<file path="src/hw/rtl/assert_macros.svh">
// ----------------------------------------------------------------------------
// assert_macros.svh
// Concurrent assertion helpers, compiled out for synthesis.
// ----------------------------------------------------------------------------
`ifndef ASSERT_MACROS_SVH
`define ASSERT_MACROS_SVH

`ifndef SYNTHESIS

// expr must hold at every clock edge outside reset
`define ASSERT_ALWAYS(label, clk, rstn, expr) \
    label: assert property (@(posedge clk) disable iff (!(rstn)) (expr)) \
        else $error("assertion failed: label");

// cons must hold in the cycle after ante
`define ASSERT_NEXT(label, clk, rstn, ante, cons) \
    label: assert property (@(posedge clk) disable iff (!(rstn)) (ante) |=> (cons)) \
        else $error("assertion failed: label");

`else

`define ASSERT_ALWAYS(label, clk, rstn, expr)
`define ASSERT_NEXT(label, clk, rstn, ante, cons)

`endif

`endif

</file>
<file path="src/hw/rtl/esdp_pkg.sv">
// ----------------------------------------------------------------------------
// esdp_pkg
// Types and constants of the ES descriptor parser.
// ----------------------------------------------------------------------------
`default_nettype none

package esdp_pkg;

    localparam logic [7:0] TAG_ES_DESCR   = 8'h03;
    localparam logic [7:0] TAG_DEC_CONFIG = 8'h04;
    localparam logic [7:0] OBJ_TYPE_MAX   = 8'h6A;

    // result status codes
    localparam logic [2:0] ST_OK         = 3'd0;
    localparam logic [2:0] ST_TRUNCATED  = 3'd1;
    localparam logic [2:0] ST_NOT_ES     = 3'd2;
    localparam logic [2:0] ST_URL        = 3'd3;
    localparam logic [2:0] ST_OBJ_RANGE  = 3'd4;
    localparam logic [2:0] ST_BAD_DC_TAG = 3'd5;

    typedef enum logic [4:0] {
        PH_IDLE,
        PH_FLAGS,
        PH_ES_TAG,
        PH_ES_LEN,
        PH_ESID,
        PH_ESFLAGS,
        PH_DEPID,
        PH_DC_TAG,
        PH_DC_LEN,
        PH_OBJ,
        PH_STYPE,
        PH_BUF,
        PH_MAXR,
        PH_AVGR,
        PH_DSI_TAG,
        PH_DSI_LEN,
        PH_DONE
    } phase_t;

    typedef struct packed {
        logic [7:0] data_byte;
        logic       box_start;
        logic       box_last;
    } esdp_in_t;

    typedef struct packed {
        logic [15:0] es_id;
        logic        depends_flag;
        logic [15:0] depends_on_id;
        logic [4:0]  stream_priority;
        logic [7:0]  object_type;
        logic [5:0]  stream_kind;
        logic        up_stream;
        logic [23:0] buffer_size;
        logic [31:0] max_rate;
        logic [31:0] avg_rate;
        logic [27:0] specific_info_size;
    } esdp_fields_t;

    typedef struct packed {
        logic [2:0]   status;
        esdp_fields_t fields;
    } esdp_out_t;

endpackage

`default_nettype wire

</file>
<file path="src/hw/rtl/es_descriptor_parser_core.sv">
// ----------------------------------------------------------------------------
// es_descriptor_parser_core
// Byte-serial parser for the payload of an elementary stream descriptor box.
// ----------------------------------------------------------------------------
// Usage:
//   s_valid/s_ready/s_data carry one payload byte per transaction with its
//   box_start (first byte, the version byte) and box_last markers.
//   m_valid/m_ready/m_data carry one result transaction per box_last byte:
//   a status code plus every descriptor field parsed so far (unparsed = 0).
//   The result is in the output register in the cycle after the box_last
//   byte is accepted. Throughput: one byte per cycle while no box_last
//   byte waits; each byte advances the field state machine by one step.
//   Stall: bytes without box_last are always taken, since they produce no
//   result. A box_last byte waits only while the previous result sits in
//   the output register and m_ready is low.
//   Reset (aresetn low, synchronous): the parser waits for box_start with all
//   held fields cleared, and the output register is empty.
//   Bytes outside a box are ignored; box_last there gives status truncated.
// ----------------------------------------------------------------------------
`default_nettype none
`include "assert_macros.svh"

module es_descriptor_parser_core (
    input  wire                      aclk,
    input  wire                      aresetn,
    input  wire                      s_valid,
    output logic                     s_ready,
    input  wire esdp_pkg::esdp_in_t  s_data,
    output logic                     m_valid,
    input  wire                      m_ready,
    output esdp_pkg::esdp_out_t      m_data
);
    import esdp_pkg::*;

    // parser state
    phase_t       phase_reg,     phase_next;
    logic [2:0]   fcnt_reg,      fcnt_next;     // bytes of current fixed field
    logic [27:0]  acc_reg,       acc_next;      // expandable size accumulator
    logic [2:0]   scnt_reg,      scnt_next;     // bytes of current size
    logic         url_reg,       url_next;
    logic [2:0]   status_reg,    status_next;
    esdp_fields_t held_reg,      held_next;

    // output register
    logic         m_valid_reg,   m_valid_next;
    esdp_out_t    m_data_reg,    m_data_next;

    logic         s_accept;
    logic [7:0]   b;
    logic [27:0]  acc_shift;
    logic         size_done;
    logic         stop;
    logic [2:0]   stop_status;

    assign b         = s_data.data_byte;
    assign acc_shift = {acc_reg[20:0], b[6:0]};
    // size ends on a clear continuation bit or on its fourth byte
    assign size_done = !b[7] || (scnt_reg >= 3'd3);

    // a byte that closes no box can go in even while a result waits
    assign s_ready  = !m_valid_reg || m_ready || !s_data.box_last;
    assign s_accept = s_valid && s_ready;
    assign m_valid  = m_valid_reg;
    assign m_data   = m_data_reg;

    // one step of the field state machine
    always_comb begin
        phase_next  = phase_reg;
        fcnt_next   = fcnt_reg;
        acc_next    = acc_reg;
        scnt_next   = scnt_reg;
        url_next    = url_reg;
        status_next = status_reg;
        held_next   = held_reg;
        stop        = 1'b0;
        stop_status = ST_OK;

        if (s_data.box_start) begin
            phase_next  = PH_FLAGS;
            fcnt_next   = '0;
            acc_next    = '0;
            scnt_next   = '0;
            url_next    = 1'b0;
            status_next = ST_OK;
            held_next   = '0;
        end else begin
            unique case (phase_reg)
                PH_FLAGS: begin
                    if (fcnt_reg >= 3'd2) begin
                        fcnt_next  = '0;
                        phase_next = PH_ES_TAG;
                    end else begin
                        fcnt_next = fcnt_reg + 3'd1;
                    end
                end
                PH_ES_TAG: begin
                    if (b != TAG_ES_DESCR) begin
                        stop        = 1'b1;
                        stop_status = ST_NOT_ES;
                    end else begin
                        acc_next   = '0;
                        scnt_next  = '0;
                        phase_next = PH_ES_LEN;
                    end
                end
                PH_ES_LEN: begin
                    acc_next  = acc_shift;
                    scnt_next = scnt_reg + 3'd1;
                    if (size_done) begin
                        fcnt_next  = '0;
                        phase_next = PH_ESID;
                    end
                end
                PH_ESID: begin
                    held_next.es_id = {held_reg.es_id[7:0], b};
                    if (fcnt_reg >= 3'd1) begin
                        fcnt_next  = '0;
                        phase_next = PH_ESFLAGS;
                    end else begin
                        fcnt_next = fcnt_reg + 3'd1;
                    end
                end
                PH_ESFLAGS: begin
                    held_next.depends_flag    = b[7];
                    held_next.stream_priority = b[4:0];
                    url_next                  = b[6];
                    if (b[7]) begin
                        fcnt_next  = '0;
                        phase_next = PH_DEPID;
                    end else if (b[6]) begin
                        stop        = 1'b1;
                        stop_status = ST_URL;
                    end else begin
                        phase_next = PH_DC_TAG;
                    end
                end
                PH_DEPID: begin
                    held_next.depends_on_id = {held_reg.depends_on_id[7:0], b};
                    if (fcnt_reg >= 3'd1) begin
                        fcnt_next = '0;
                        if (url_reg) begin
                            stop        = 1'b1;
                            stop_status = ST_URL;
                        end else begin
                            phase_next = PH_DC_TAG;
                        end
                    end else begin
                        fcnt_next = fcnt_reg + 3'd1;
                    end
                end
                PH_DC_TAG: begin
                    if (b != TAG_DEC_CONFIG) begin
                        stop        = 1'b1;
                        stop_status = ST_BAD_DC_TAG;
                    end else begin
                        acc_next   = '0;
                        scnt_next  = '0;
                        phase_next = PH_DC_LEN;
                    end
                end
                PH_DC_LEN: begin
                    acc_next  = acc_shift;
                    scnt_next = scnt_reg + 3'd1;
                    if (size_done) begin
                        phase_next = PH_OBJ;
                    end
                end
                PH_OBJ: begin
                    held_next.object_type = b;
                    if (b > OBJ_TYPE_MAX) begin
                        stop        = 1'b1;
                        stop_status = ST_OBJ_RANGE;
                    end else begin
                        phase_next = PH_STYPE;
                    end
                end
                PH_STYPE: begin
                    held_next.stream_kind = b[7:2];
                    held_next.up_stream   = b[1];
                    fcnt_next             = '0;
                    phase_next            = PH_BUF;
                end
                PH_BUF: begin
                    held_next.buffer_size = {held_reg.buffer_size[15:0], b};
                    if (fcnt_reg >= 3'd2) begin
                        fcnt_next  = '0;
                        phase_next = PH_MAXR;
                    end else begin
                        fcnt_next = fcnt_reg + 3'd1;
                    end
                end
                PH_MAXR: begin
                    held_next.max_rate = {held_reg.max_rate[23:0], b};
                    if (fcnt_reg >= 3'd3) begin
                        fcnt_next  = '0;
                        phase_next = PH_AVGR;
                    end else begin
                        fcnt_next = fcnt_reg + 3'd1;
                    end
                end
                PH_AVGR: begin
                    held_next.avg_rate = {held_reg.avg_rate[23:0], b};
                    if (fcnt_reg >= 3'd3) begin
                        fcnt_next  = '0;
                        phase_next = PH_DSI_TAG;
                    end else begin
                        fcnt_next = fcnt_reg + 3'd1;
                    end
                end
                PH_DSI_TAG: begin
                    // tag value is not checked
                    acc_next   = '0;
                    scnt_next  = '0;
                    phase_next = PH_DSI_LEN;
                end
                PH_DSI_LEN: begin
                    acc_next  = acc_shift;
                    scnt_next = scnt_reg + 3'd1;
                    if (size_done) begin
                        held_next.specific_info_size = acc_shift;
                        stop                         = 1'b1;
                        stop_status                  = ST_OK;
                    end
                end
                default: begin
                    // idle and done: byte ignored
                end
            endcase
        end

        if (stop) begin
            status_next = stop_status;
            phase_next  = PH_DONE;
        end

        // result for a box_last byte; parser then clears and waits
        m_data_next.status = (phase_next == PH_DONE) ? status_next : ST_TRUNCATED;
        m_data_next.fields = held_next;
        if (s_data.box_last) begin
            phase_next  = PH_IDLE;
            fcnt_next   = '0;
            acc_next    = '0;
            scnt_next   = '0;
            url_next    = 1'b0;
            status_next = ST_OK;
            held_next   = '0;
        end

        m_valid_next = m_valid_reg;
        if (s_accept && s_data.box_last) begin
            m_valid_next = 1'b1;
        end else if (m_ready) begin
            m_valid_next = 1'b0;
        end
    end

    always_ff @(posedge aclk) begin
        if (!aresetn) begin
            phase_reg   <= PH_IDLE;
            fcnt_reg    <= '0;
            acc_reg     <= '0;
            scnt_reg    <= '0;
            url_reg     <= 1'b0;
            status_reg  <= ST_OK;
            held_reg    <= '0;
            m_valid_reg <= 1'b0;
        end else begin
            if (s_accept) begin
                phase_reg  <= phase_next;
                fcnt_reg   <= fcnt_next;
                acc_reg    <= acc_next;
                scnt_reg   <= scnt_next;
                url_reg    <= url_next;
                status_reg <= status_next;
                held_reg   <= held_next;
            end
            m_valid_reg <= m_valid_next;
        end
    end

    // result payload, loaded only when a transaction closes a box
    always_ff @(posedge aclk) begin
        if (s_accept && s_data.box_last) begin
            m_data_reg <= m_data_next;
        end
    end

    // ---------------------------------------------------------------- checks
    `ASSERT_NEXT(a_last_idles, aclk, aresetn, s_accept && s_data.box_last, phase_reg == PH_IDLE && held_reg == '0)
    `ASSERT_NEXT(a_start_flags, aclk, aresetn, s_accept && s_data.box_start && !s_data.box_last, phase_reg == PH_FLAGS)
    `ASSERT_ALWAYS(a_status_range, aclk, aresetn, !m_valid_reg || m_data_reg.status <= ST_BAD_DC_TAG)
    `ASSERT_ALWAYS(a_size_count, aclk, aresetn, scnt_reg <= 3'd4)

endmodule

`default_nettype wire
</file>
<file path="config.mk">
export PLATFORM = sky130hd
export DESIGN_NAME = es_descriptor_parser_core
export DESIGN_NICKNAME = d
export VERILOG_FILES = /design/src/hw/rtl/esdp_pkg.sv /design/src/hw/rtl/es_descriptor_parser_core.sv
export VERILOG_INCLUDE_DIRS = /design/src /design/src/hw/rtl
export SDC_FILE = /design/constraint.sdc
export NUM_CORES = 1
export LEC_CHECK = 0
export BUFFER_PORTS_ARGS = -buffer_cell sky130_fd_sc_hd__buf_2
export CORE_ASPECT_RATIO = 2
export CORE_MARGIN = 2
export CORE_UTILIZATION = 53
export CTS_CLUSTER_SIZE = 40
export DETAILED_ROUTE_END_ITERATION = 10
export GPL_ROUTABILITY_DRIVEN = 0
export PLACE_DENSITY = 0.76
export SLEW_MARGIN = 20
export SYNTH_ARGS = -nofsm -noshare
export SYNTH_HDL_FRONTEND = slang
export SYNTH_SLANG_ARGS = --single-unit
export TNS_END_PERCENT = 50
</file>
<file path="constraint.sdc">
create_clock -name aclk -period 4.8 [get_ports aclk]
set_clock_uncertainty 0.05 [all_clocks]
set_input_delay 0.48 -clock aclk [delete_from_list [all_inputs] [get_ports aclk]]
set_output_delay 0.48 -clock aclk [all_outputs]
set_load 0.05 [all_outputs]
</file>
==> flow_summary.yaml <==
outcome:
  status: "completed"
global_route:
  grt_pass1_wl_um: 63100
  antenna_found_initial: 0
  grt_pass1_vias: 11800
  grt_usage_pct: 24.7
  grt_max_degree: 97
  grt_overflow: 0
sta:
  tightest_slew_ps: 1050
  maxSlewHeadroom_pct: 29.8
  period_share_pct: 62.5
  rsz0062_at_grt: "no"
  slew_violations: 0
  hold_viol: 0
  finalSetupTns_ps: 0
  period_needed_ps: 3000
  whs_ps: 192
  setup_viol: 0
  fmax_ghz: 0.333
logic_synthesis:
  synth_xor_area_share_pct: 0.109
  synth_compound_area_share_pct: 16.3
  synthAdderAreaFrac_pct: 0.465
  avgSynthCellArea_um2: 9.94
  yosysUniqueCellTypes: 71
  synth_edf_count: 172
  yosysTopAreaCell: "edfxtp_1"
  ys_top_cells_by_area: "edfxtp_1, dfxtp_1, nand2_1"
  synthArstFlopShare_pct: 0
  synthMuxAreaShare_pct: 2.48
  synth_top_family_by_area: "simple AND/OR/NAND/NOR gates"
  yosysWarnings: 0
  seq_area_frac_synth_pct: 57.6
  synthFlopType: "dfxtp_1"
  ys_ff_latch: 378
  syn_nets: 1644
  synth_cells: 1624
  synth_top_area_share_pct: 32.0
  synth_simple_gate_area_share_pct: 19.1
  netlist_area_mm2: 0.0161
floorplan:
  initial_core_util_pct: 53.7
  core_area_mm2: 0.0301
  die_h_um: 251
  fp.dieW_um: 127
  die-area_mm2: 0.0320
  rows: 90
  ioPinCount: 188
critical_path:
  worstSetupStartpoint: "phase_reg[0]$_SDFFE_PN0P_"
  cpMostUsedCell: "nor2_1"
  cp.required_ps: 5240
  cp_slowest_cell: "dfxtp_1"
  start_kind: "register"
  cp-end-kind: "register"
  worstRegToRegCells: 6
  reg2reg_from: "phase_reg[0]$_SDFFE_PN0P_"
  r2r_slack_ps: 1800
  slowest_delay_ps: 830
  crit_type: "reg2reg"
  path_cells: "or2_0, nor2_1, nor2_1, o21ai_2, a21oi_4, mux2i_1"
  arrival_ps: 3440
  crit_path_end: "acc_reg[10]$_SDFFE_PN0P_"
  critPathMaxFanout: 24
  r2r-end: "acc_reg[10]$_SDFFE_PN0P_"
drt:
  routed_wl_um: 40700
  drcViolationCount: 0
  drtPass1Iterations: 7
  viasPerCell: 5.90
  postRouteAntennaNets: 0
  drtIter0Drc: 1139
  vias: 12500
  wl_per_cell_um: 19.2
layout:
  utilization_pct: 60.6
  final_common_cell: "nand2_1"
  drive_gt1_share_pct: 15.7
  nets: 1745
  syn_to_final_growth_pct: 12.8
  largest_reg_flops: 172
  diodes: 0
  final_cell_mix: "nand2_1, dfxtp_1, buf_2, nor2b_1, edfxtp_1"
clocking:
  clock_path_buffers: 3
  cts_max_level: 1
  clk_pin_slew_ps: 70
  cts_setup_buffers: 0
  cts_buffers: 31
  hold_buffers: 0
  clock_sinks: 378
  cts-root-buf: "clkbuf_16"
  ctsResizeCount: 0
  cts_tree: "yes"
  clock_latency_ps: 580
run:
  cap_violations: 0
power:
  powerDensity_mw_per_mm2: 358
  p_leak_uw: 0.00588
  ir_worst_vdd_uv: 267
placement:
  io_buffer_count: 187
  dp_hpwl_um: 25300
min_path:
  hp-class: "in2reg"
==> cell usage after synthesis (all sizes together) (4+ instances only) <==
cell,number
nand2,373
dfxtp,206
nor2b,173
edfxtp,172
a22oi,170
a21oi,164
clkbuf,77
buf,59
mux2i,40
nor2,38
nand3,15
o21ai,15
inv,12
nor3,10
a211oi,8
and2,7
nand2b,7
ha,6
or2,5
o31ai,4
or3b,4
==> where the power goes <==
part           switching (µW)  internal [µW]
clock                    1130           1500
combinational             383           84.3
sequential               20.8           3410
==> routing by layer <==
layer  wire length, µm  track usage, %  vias up  share of wire, %
met1             15600            29.7     6018                38
li1                  -               -     5885                 -
met5                 0               0        -                 0
met4              2310            13.3        0               5.7
met3              1910            2.34      141               4.7
met2             20900            43.3      447                51
==> through the flow <==
step                      power, µW  std cells  cell area [µm²]  setup slack [ps]
final                          6530       2117            18200              1800
after global routing           6700       2117            18200              1600
after CTS                      6580       2117            18200              1840
after detailed placement       3960       2060            17200              1880
after global placement         3960       2059            17200              1960
after floorplan                3840       1624            16100              1070
==> area by class of cell <==
| type | instances | area (µm²) |
|---|---|---|
| inverters | 12 | 45.0 |
| well taps | 368 | 460 |
| repair buffers | 204 | 1120 |
| multi-input cells | 1098 | 6260 |
| flip-flops and latches | 378 | 9290 |
| fillers | 2479 | 11900 |
| clock buffers | 44 | 855 |
| clock inverters | 13 | 188 |
==> cell families (layout without fill, tap and decap cells) <==
kind of cell,Yosys count,in the layout
AND/OR/NAND/NOR,650,650
AO/OA/AOI/OAI,400,400
adder cells (fa/ha/maj),6,6
multiplexers,40,40
XOR/XNOR,2,2
flip-flops,378,378
buffers and inverters,148,273
==> worst min path at each step <==
| stage | start | to | slack, ps | cells after the start |
|---|---|---|---|---|
| after floorplan | status_reg[0]$_SDFFE_PN0P_ | status_reg[0]$_SDFFE_PN0P_ | 380 | 2 |
| after global placement | acc_reg[20]$_SDFFE_PN0P_ | acc_reg[20]$_SDFFE_PN0P_ | 390 | 2 |
| after detailed placement | acc_reg[15]$_SDFFE_PN0P_ | acc_reg[15]$_SDFFE_PN0P_ | 400 | 2 |
| after CTS | m_ready | m_valid$_SDFFE_PN0P_ | 170 | 3 |
| after global routing | m_ready | m_valid$_SDFFE_PN0P_ | 200 | 3 |
| final | m_ready | m_valid$_SDFFE_PN0P_ | 190 | 3 |
==> worst max-delay path, delay by kind of cell, from the launching register on <==
kind | cells | cell delay, ps
AO/OA/AOI/OAI | 2 | 880
multiplexers | 1 | 290
AND/OR/NAND/NOR | 3 | 850
flip-flops | 1 | 830
No activity file was read; power rests on OpenSTA's default activity.
